`config.mk`:
```
export PLATFORM = sky130hd
export DESIGN_NAME = sleep_countdown_table_unit
export DESIGN_NICKNAME = d
export VERILOG_FILES = /design/src/hdl/sct_pkg.sv /design/src/hdl/sct_front.sv /design/src/hdl/sct_back.sv /design/src/hdl/sleep_countdown_table_unit.sv
export SDC_FILE = /design/constraint.sdc
export NUM_CORES = 1
export LEC_CHECK = 0
export ABC_AREA = 1
export BUFFER_PORTS_ARGS = -buffer_cell sky130_fd_sc_hd__buf_2
export CORE_ASPECT_RATIO = 1.2
export CORE_MARGIN = 5
export CORE_UTILIZATION = 45
export CTS_CLUSTER_SIZE = 28
export DETAILED_ROUTE_END_ITERATION = 12
export GPL_TIMING_DRIVEN = 0
export HOLD_SLACK_MARGIN = 0.1
export PLACE_DENSITY = 0.59
export SYNTH_ARGS = -nofsm -noshare
export SYNTH_HDL_FRONTEND = slang
export SYNTH_HIERARCHICAL = 1
export SYNTH_SLANG_ARGS = --single-unit
```
`constraint.sdc`:
```
create_clock -name clk -period 13.3 [get_ports clk]
set_input_delay 3.325 -clock clk [delete_from_list [all_inputs] [get_ports clk]]
set_output_delay 3.325 -clock clk [all_outputs]
set_load 0.02 [all_outputs]
```
`src/hdl/sct_pkg.sv`:
```
// ----------------------------------------------------------------------------
// sct_pkg: shared types and constants
// Widths, table geometry and request formats used by the sleeper table unit.
// ----------------------------------------------------------------------------
`default_nettype none

package sct_pkg;

    localparam int TABLE_DEPTH = 16;
    localparam int IDX_W       = (TABLE_DEPTH > 1) ? $clog2(TABLE_DEPTH) : 1;
    localparam int CNT_W       = $clog2(TABLE_DEPTH + 1);

    localparam int THREAD_W = 8;
    localparam int DUR_W    = 24;
    localparam int TICK_W   = 16;

    localparam logic [TICK_W-1:0] TICK_RESET = 16'd100;

    // opcode field codes
    localparam logic OP_SLEEP = 1'b0;
    localparam logic OP_TICK  = 1'b1;

    // status field codes
    localparam logic STATUS_OK   = 1'b0;
    localparam logic STATUS_FULL = 1'b1;

    typedef enum logic {
        CMD_SLEEP = 1'b0,
        CMD_TICK  = 1'b1
    } cmd_kind_t;

    typedef struct packed {
        cmd_kind_t             kind;
        logic [THREAD_W-1:0]   thread;
        logic [DUR_W-1:0]      duration;
    } cmd_t;

    // front to back handoff
    typedef struct packed {
        logic valid;
        cmd_t cmd;
    } cmd_chan_t;

    typedef struct packed {
        logic [THREAD_W-1:0] thread;
        logic [DUR_W-1:0]    remaining;
    } entry_t;

endpackage

`default_nettype wire

```
`src/hdl/sct_front.sv`:
```
// ----------------------------------------------------------------------------
// sct_front: request intake
// Accepts input requests, classifies them and holds them in a two-entry queue
// until the table engine takes them.
// ----------------------------------------------------------------------------
`default_nettype none

module sct_front (
    input  logic                           clk,
    input  logic                           rst_n,
    input  logic                           in_valid,
    output logic                           in_stall,
    input  logic                           opcode,
    input  logic [sct_pkg::THREAD_W-1:0]   thread_id,
    input  logic [sct_pkg::DUR_W-1:0]      duration,
    output sct_pkg::cmd_chan_t             cmd_chan,
    input  logic                           cmd_pop
);
    import sct_pkg::*;

    cmd_t       q_reg [2];
    logic       wr_ptr_reg;
    logic       wr_ptr_next;
    logic       rd_ptr_reg;
    logic       rd_ptr_next;
    logic [1:0] q_cnt_reg;
    logic [1:0] q_cnt_next;
    logic       push;
    logic       pop;
    cmd_t       new_cmd;

    assign in_stall = (q_cnt_reg == 2'd2);
    assign push     = in_valid && !in_stall;
    assign pop      = cmd_pop && (q_cnt_reg != 2'd0);

    always_comb
    begin
        new_cmd.kind     = (opcode == OP_TICK) ? CMD_TICK : CMD_SLEEP;
        new_cmd.thread   = thread_id;
        new_cmd.duration = duration;
    end

    always_comb
    begin
        wr_ptr_next = push ? !wr_ptr_reg : wr_ptr_reg;
        rd_ptr_next = pop ? !rd_ptr_reg : rd_ptr_reg;
        q_cnt_next  = q_cnt_reg;
        if (push && !pop)
        begin
            q_cnt_next = q_cnt_reg + 2'd1;
        end
        else if (pop && !push)
        begin
            q_cnt_next = q_cnt_reg - 2'd1;
        end
    end

    always_ff @(posedge clk or negedge rst_n)
    begin
        if (!rst_n)
        begin
            wr_ptr_reg <= 1'b0;
            rd_ptr_reg <= 1'b0;
            q_cnt_reg  <= 2'd0;
        end
        else
        begin
            wr_ptr_reg <= wr_ptr_next;
            rd_ptr_reg <= rd_ptr_next;
            q_cnt_reg  <= q_cnt_next;
        end
    end

    always_ff @(posedge clk)
    begin
        if (push)
        begin
            q_reg[wr_ptr_reg] <= new_cmd;
        end
    end

    assign cmd_chan.valid = (q_cnt_reg != 2'd0);
    assign cmd_chan.cmd   = q_reg[rd_ptr_reg];

endmodule

`default_nettype wire

```
`src/hdl/sct_back.sv`:
```
// ----------------------------------------------------------------------------
// sct_back: table engine
// Holds the sleeper table, appends sleep requests, walks the table one entry
// per cycle on a tick unless output stall holds it, and drives the result register.
// ----------------------------------------------------------------------------
`default_nettype none

module sct_back (
    input  logic                           clk,
    input  logic                           rst_n,
    input  logic                           cfg_valid,
    output logic                           cfg_ready,
    input  logic [sct_pkg::TICK_W-1:0]     cfg_data,
    input  sct_pkg::cmd_chan_t             cmd_chan,
    output logic                           cmd_pop,
    output logic                           out_valid,
    input  logic                           out_stall,
    output logic                           wake_valid,
    output logic [sct_pkg::THREAD_W-1:0]   woken_thread,
    output logic                           status,
    output logic                           last
);
    import sct_pkg::*;

    typedef enum logic [1:0] {
        ST_IDLE,
        ST_WALK,
        ST_FLUSH
    } state_t;

    state_t               state_reg;
    state_t               state_next;
    logic [TICK_W-1:0]    tick_amount_reg;
    logic [CNT_W-1:0]     count_reg;
    logic [CNT_W-1:0]     count_next;
    logic [CNT_W-1:0]     kept_reg;
    logic [CNT_W-1:0]     kept_next;
    logic [IDX_W-1:0]     idx_reg;
    logic [IDX_W-1:0]     idx_next;
    logic                 pend_valid_reg;
    logic                 pend_valid_next;
    logic [THREAD_W-1:0]  pend_thread_reg;
    logic [THREAD_W-1:0]  pend_thread_next;

    logic                 out_valid_reg;
    logic                 out_valid_next;
    logic                 wake_valid_reg;
    logic                 wake_valid_next;
    logic [THREAD_W-1:0]  woken_thread_reg;
    logic [THREAD_W-1:0]  woken_thread_next;
    logic                 status_reg;
    logic                 status_next;
    logic                 last_reg;
    logic                 last_next;

    entry_t               mem [TABLE_DEPTH];
    entry_t               rd_data_reg;
    logic                 rd_en;
    logic [IDX_W-1:0]     rd_addr;
    logic                 wr_en;
    logic [IDX_W-1:0]     wr_addr;
    entry_t               wr_data;

    logic                 out_free;
    logic                 wakes;
    logic                 end_entry;
    logic [DUR_W-1:0]     tick_ext;

    assign cfg_ready = 1'b1;

    always_ff @(posedge clk or negedge rst_n)
    begin
        if (!rst_n)
        begin
            tick_amount_reg <= TICK_RESET;
        end
        else if (cfg_valid)
        begin
            tick_amount_reg <= cfg_data;
        end
    end

    assign tick_ext  = DUR_W'(tick_amount_reg);
    assign out_free  = !out_valid_reg || !out_stall;
    assign wakes     = (rd_data_reg.remaining <= tick_ext);
    assign end_entry = ((CNT_W'(idx_reg) + CNT_W'(1)) == count_reg);

    always_comb
    begin
        state_next        = state_reg;
        count_next        = count_reg;
        kept_next         = kept_reg;
        idx_next          = idx_reg;
        pend_valid_next   = pend_valid_reg;
        pend_thread_next  = pend_thread_reg;
        out_valid_next    = out_valid_reg && out_stall;
        wake_valid_next   = wake_valid_reg;
        woken_thread_next = woken_thread_reg;
        status_next       = status_reg;
        last_next         = last_reg;
        cmd_pop           = 1'b0;
        rd_en             = 1'b0;
        rd_addr           = idx_reg;
        wr_en             = 1'b0;
        wr_addr           = count_reg[IDX_W-1:0];
        wr_data.thread    = cmd_chan.cmd.thread;
        wr_data.remaining = cmd_chan.cmd.duration;

        case (state_reg)
            ST_IDLE:
            begin
                if (cmd_chan.valid && out_free)
                begin
                    cmd_pop = 1'b1;
                    if (cmd_chan.cmd.kind == CMD_SLEEP)
                    begin
                        out_valid_next    = 1'b1;
                        wake_valid_next   = 1'b0;
                        woken_thread_next = '0;
                        last_next         = 1'b1;
                        if (count_reg < CNT_W'(TABLE_DEPTH))
                        begin
                            wr_en       = 1'b1;
                            count_next  = count_reg + CNT_W'(1);
                            status_next = STATUS_OK;
                        end
                        else
                        begin
                            status_next = STATUS_FULL;
                        end
                    end
                    else if (count_reg == '0)
                    begin
                        out_valid_next    = 1'b1;
                        wake_valid_next   = 1'b0;
                        woken_thread_next = '0;
                        status_next       = STATUS_OK;
                        last_next         = 1'b1;
                    end
                    else
                    begin
                        rd_en           = 1'b1;
                        rd_addr         = '0;
                        idx_next        = '0;
                        kept_next       = '0;
                        pend_valid_next = 1'b0;
                        state_next      = ST_WALK;
                    end
                end
            end

            ST_WALK:
            begin
                // a wake is held until the next one, so the final one can carry last
                if (!(wakes && pend_valid_reg && !out_free))
                begin
                    if (wakes)
                    begin
                        if (pend_valid_reg)
                        begin
                            out_valid_next    = 1'b1;
                            wake_valid_next   = 1'b1;
                            woken_thread_next = pend_thread_reg;
                            status_next       = STATUS_OK;
                            last_next         = 1'b0;
                        end
                        pend_valid_next  = 1'b1;
                        pend_thread_next = rd_data_reg.thread;
                    end
                    else
                    begin
                        wr_en             = 1'b1;
                        wr_addr           = kept_reg[IDX_W-1:0];
                        wr_data.thread    = rd_data_reg.thread;
                        wr_data.remaining = rd_data_reg.remaining - tick_ext;
                        kept_next         = kept_reg + CNT_W'(1);
                    end
                    if (end_entry)
                    begin
                        count_next = wakes ? kept_reg : (kept_reg + CNT_W'(1));
                        state_next = ST_FLUSH;
                    end
                    else
                    begin
                        idx_next = idx_reg + IDX_W'(1);
                        rd_en    = 1'b1;
                        rd_addr  = idx_reg + IDX_W'(1);
                    end
                end
            end

            ST_FLUSH:
            begin
                if (out_free)
                begin
                    out_valid_next    = 1'b1;
                    wake_valid_next   = pend_valid_reg;
                    woken_thread_next = pend_valid_reg ? pend_thread_reg : '0;
                    status_next       = STATUS_OK;
                    last_next         = 1'b1;
                    pend_valid_next   = 1'b0;
                    state_next        = ST_IDLE;
                end
            end

            default:
            begin
                state_next = ST_IDLE;
            end
        endcase
    end

    always_ff @(posedge clk or negedge rst_n)
    begin
        if (!rst_n)
        begin
            state_reg        <= ST_IDLE;
            count_reg        <= '0;
            kept_reg         <= '0;
            idx_reg          <= '0;
            pend_valid_reg   <= 1'b0;
            pend_thread_reg  <= '0;
            out_valid_reg    <= 1'b0;
            wake_valid_reg   <= 1'b0;
            woken_thread_reg <= '0;
            status_reg       <= STATUS_OK;
            last_reg         <= 1'b0;
        end
        else
        begin
            state_reg        <= state_next;
            count_reg        <= count_next;
            kept_reg         <= kept_next;
            idx_reg          <= idx_next;
            pend_valid_reg   <= pend_valid_next;
            pend_thread_reg  <= pend_thread_next;
            out_valid_reg    <= out_valid_next;
            wake_valid_reg   <= wake_valid_next;
            woken_thread_reg <= woken_thread_next;
            status_reg       <= status_next;
            last_reg         <= last_next;
        end
    end

    // table memory: one write, one registered read per cycle
    always_ff @(posedge clk)
    begin
        if (wr_en)
        begin
            mem[wr_addr] <= wr_data;
        end
        if (rd_en)
        begin
            rd_data_reg <= mem[rd_addr];
        end
    end

    assign out_valid    = out_valid_reg;
    assign wake_valid   = wake_valid_reg;
    assign woken_thread = woken_thread_reg;
    assign status       = status_reg;
    assign last         = last_reg;

endmodule

`default_nettype wire

```
`src/hdl/sleep_countdown_table_unit.sv`:
```
// ----------------------------------------------------------------------------
// sleep_countdown_table_unit: sleeper table with countdown ticks
// Keeps up to TABLE_DEPTH sleeping threads in arrival order and wakes them
// as timer ticks count their remaining time down.
// ----------------------------------------------------------------------------
// A sleep request (opcode 0) appends a thread to the table and returns one
// result, status 1 if the table was full. A tick (opcode 1) subtracts
// tick_amount from every entry and returns one wake result per expiring
// thread in table order, last set on the final one, or a single empty result
// if nobody wakes. Requests pass through a two-entry queue into the table
// engine. A sleep request, or a tick on an empty table, is answered from the
// idle state. Any other tick starts in the idle state, then walks the stored
// entries, the table memory's single read port delivering one entry per cycle
// unless output stall holds the walk, and closes with a final result.
// The table needs no clearing after reset. tick_amount is written through the
// cfg port and should change only while the unit is idle.
`default_nettype none

module sleep_countdown_table_unit (
    input  logic                           clk,
    input  logic                           rst_n,
    input  logic                           cfg_valid,
    output logic                           cfg_ready,
    input  logic [sct_pkg::TICK_W-1:0]     cfg_data,
    input  logic                           in_valid,
    output logic                           in_stall,
    input  logic                           opcode,
    input  logic [sct_pkg::THREAD_W-1:0]   thread_id,
    input  logic [sct_pkg::DUR_W-1:0]      duration,
    output logic                           out_valid,
    input  logic                           out_stall,
    output logic                           wake_valid,
    output logic [sct_pkg::THREAD_W-1:0]   woken_thread,
    output logic                           status,
    output logic                           last
);
    import sct_pkg::*;

    cmd_chan_t cmd_chan;
    logic      cmd_pop;

    sct_front u_front (
        .clk       (clk),
        .rst_n     (rst_n),
        .in_valid  (in_valid),
        .in_stall  (in_stall),
        .opcode    (opcode),
        .thread_id (thread_id),
        .duration  (duration),
        .cmd_chan  (cmd_chan),
        .cmd_pop   (cmd_pop)
    );

    sct_back u_back (
        .clk          (clk),
        .rst_n        (rst_n),
        .cfg_valid    (cfg_valid),
        .cfg_ready    (cfg_ready),
        .cfg_data     (cfg_data),
        .cmd_chan     (cmd_chan),
        .cmd_pop      (cmd_pop),
        .out_valid    (out_valid),
        .out_stall    (out_stall),
        .wake_valid   (wake_valid),
        .woken_thread (woken_thread),
        .status       (status),
        .last         (last)
    );

endmodule

`default_nettype wire

```
==> impl_results.md <==
* Outcome: complete, no violations
* WL/cell at 20.7 um
* Final clock skew at 0.0350 ns
* Resized Gates After CTS at 0
* Hold crit path type: flip-flop to flip-flop
* Tot GR Track Use at 22.8%
* FF-to-FF Start: u_back/rd_data_reg[0]
* Worst r2r dst: u_back/mem[12][9]
* Clk_lat worst skew at 0.62 ns
* Share of layout cells above drive strength 1 at 11.4%
* DP Wirelength at 60400 um
* CP Capture Type: flip-flop
* Post-route DRC violation count at 0
* Hold Crit Endpoint: u_back/status
* Final Hold Vio Count at 0
* #FFs+latches synth at 667
* Synthesized instance count at 2907
* Final slew viol count at 0
* Final min period at 5.82 ns
* Top post-synthesis cells by area: edfxtp_1 60%, nand3_1 10%, nand2_1 6.9%
* Die span in y at 294 um
* Layout area overhead at 14.6%
* Flop-to-flop setup slack at 8.25 ns
* Post-route clock period utilization at 43.7%
* Final wirelength at 83700 um
* Max reg flops at 512
* # setup viols final at 0
* Synth Cell Area at 30300 um2
* Most frequent cell after synthesis: nand3_1
* Synth top area share at 60.5%
* Unrepaired setup endpoints after global routing: false
* # Post-CTS Setup Buffers at 0
* Setup Crit Path Kind: input pin to flip-flop
* Ys Warns at 6
* WP data arrival at 6.27 ns
* Global route total overflow at 0
* Register area at 19700 um2
* GPL Wtd Cong at 0.858
* Sequential area share after synthesis at 65.2%
* Hold slack at 0.478 ns
* Asr flop ratio synth at 8.55%
* Syn_nets at 2987
* Clock Tree Buf Depth at 3
* Setup TNS at 0 ns
* Max incr delay on CP at 0.47 ns
* CP max-delay cell: buf_2
* DRT iter0 DRCs at 1670
* Worst Setup Start Kind: input pin
* Synth Flop Type: edfxtp_1
* Post-synthesis area per instance at 10.4 um2
* Pre-Repair DR Iteration Count at 5
* Via-per-instance ratio at 5.23
* Synth cell count leaders: 629 x nand3_1, 610 x edfxtp_1, 560 x nand2_1, 522 x inv_1, 98 x nand3b_1
* H-tree levels at 3
* Post-synthesis cell type count at 46
* Vias at 21100
* WP data required at 13.75 ns
* Die W at 247 um
* Core Footprint at 66900 um2
* First-pass GRT wire length at 125000 um
* Post-synth EDFFs at 610
* Largest net degree at the start of global routing at 35
* TritonCTS clock tree: done
* CP max FO at 10
* Critical path cell sequence: buf_2, nand2_1, nand2_1, inv_1, nand3_1, nand2_1, inv_1, nor2_1, o21ai_1, inv_1, buf_2, buf_2, nand3_1, nand3_1, nand3_1, nand2_1
* Cts bufs inserted at 67
* CTS Hold Buffers Added at 0
* Post-route ant nets at 0
* Final-layout fill cell count at 5943
* Hold path depth at 2
* Core Rows at 104
* Max cap viols at 0
* Io pins at 68
* Die footprint at 72600 um2
* Fmax at 172 MHz
* Largest area contributor in the netlist: edfxtp_1
* NumNets Final at 3162
* Hold_sp: u_back/status
* PortBufs at 66
* Clock root buffer: clkbuf_16
* Vias in the first global route at 20600
* Worst slew margin at 34.6%
* Reg2Reg Depth at 16
* Starting density of the core at 45.3%
* Initial antenna violation count at 0
* Clk sink count at 667
* CTS clock-pin slew for the worst setup and hold paths at 0.06 ns
* Tightest Pin Transition at 0.982 ns
* Area of the multi-input gates at 7900 um2
-- placed cells by master (no fill, tap or decap), types with 31 or more instances in the layout --
| master | synthesis | final |
|---|---|---|
| buf_4 | 13 | 31 |
| dfrtp_1 | 54 | 54 |
| buf_2 | 70 | 136 |
| inv_1 | 522 | 521 |
| o21ai_0 | 90 | 71 |
| nand3_1 | 629 | 629 |
| nand2_1 | 560 | 560 |
| clkbuf_16 | 0 | 68 |
| edfxtp_1 | 610 | 610 |
| nand3b_1 | 98 | 98 |
| clkbuf_1 | 51 | 61 |
-- critical path: cells and delay by family --
family                 cells  cell delay [ns]
buffers and inverters      6             1.17
AOI/OAI and AO/OA          1             0.30
and+or+nand+nor            9             1.46
-- area by class of cell --
| type | count | share of cell area (%) |
|---|---|---|
| multi-input combinational | 1563 | 22.8 |
| tap | 901 | 3.25 |
| inverter | 527 | 5.71 |
| clock inverter | 40 | 1.24 |
| sequential | 667 | 56.9 |
| clock buffer | 83 | 5.21 |
| antenna | 1 | 0.00721 |
| timing repair buffer | 106 | 2.58 |
| buffer | 150 | 2.34 |
-- layer usage --
layer / vias up / wire (um) / track usage [%]
met2: 745 / 42000 / 39.8
met4: 0 / 2760 / 8.28
met1: 10200 / 33300 / 29.1
met3: 158 / 5650 / 3.10
li1: 10100 / - / -
met5: - / 0 / 0
-- cells by family (layout without fill, tap and decap cells) --
| family | count (synthesis) | in the layout | share of synthesized area [%] |
|---|---|---|---|
| other | 1 | 2 | 0.0124 |
| AND/OR/NAND/NOR | 1369 | 1369 | 21.1 |
| multiplexers | 7 | 7 | 0.260 |
| flip-flops | 667 | 667 | 65.2 |
| buffers and inverters | 677 | 906 | 9.22 |
| XOR/XNOR | 29 | 29 | 0.838 |
| AO/OA/AOI/OAI | 131 | 131 | 2.29 |
| adder cells (fa/ha/maj) | 26 | 26 | 1.10 |
-- worst max-delay path by stage --
stage | startpoint | to | slack [ns]
global route | out_stall | u_back/rd_data_reg[11] | 7.31
global placement | out_stall | u_back/mem[12][10] | 5.54
CTS | out_stall | u_back/rd_data_reg[11] | 7.54
detailed placement | out_stall | u_back/rd_data_reg[11] | 6.90
finish | out_stall | u_back/rd_data_reg[20] | 7.48
floorplan | out_stall | u_back/mem[0][0] | 7.49
-- stage by stage --
step	setup WS [ns]	std cells	instance area (um2)	util, %
floorplan	7.49	2907	30300	-
global route	7.31	4037	34700	51.9
global placement	5.54	3874	31800	47.5
CTS	7.54	4036	34700	51.9
detailed placement	6.90	3913	32400	48.5
finish	7.48	4038	34700	51.9
Power is not shown: default switching activity piles up to over one toggle a cycle in this logic, so the estimate is an artifact.
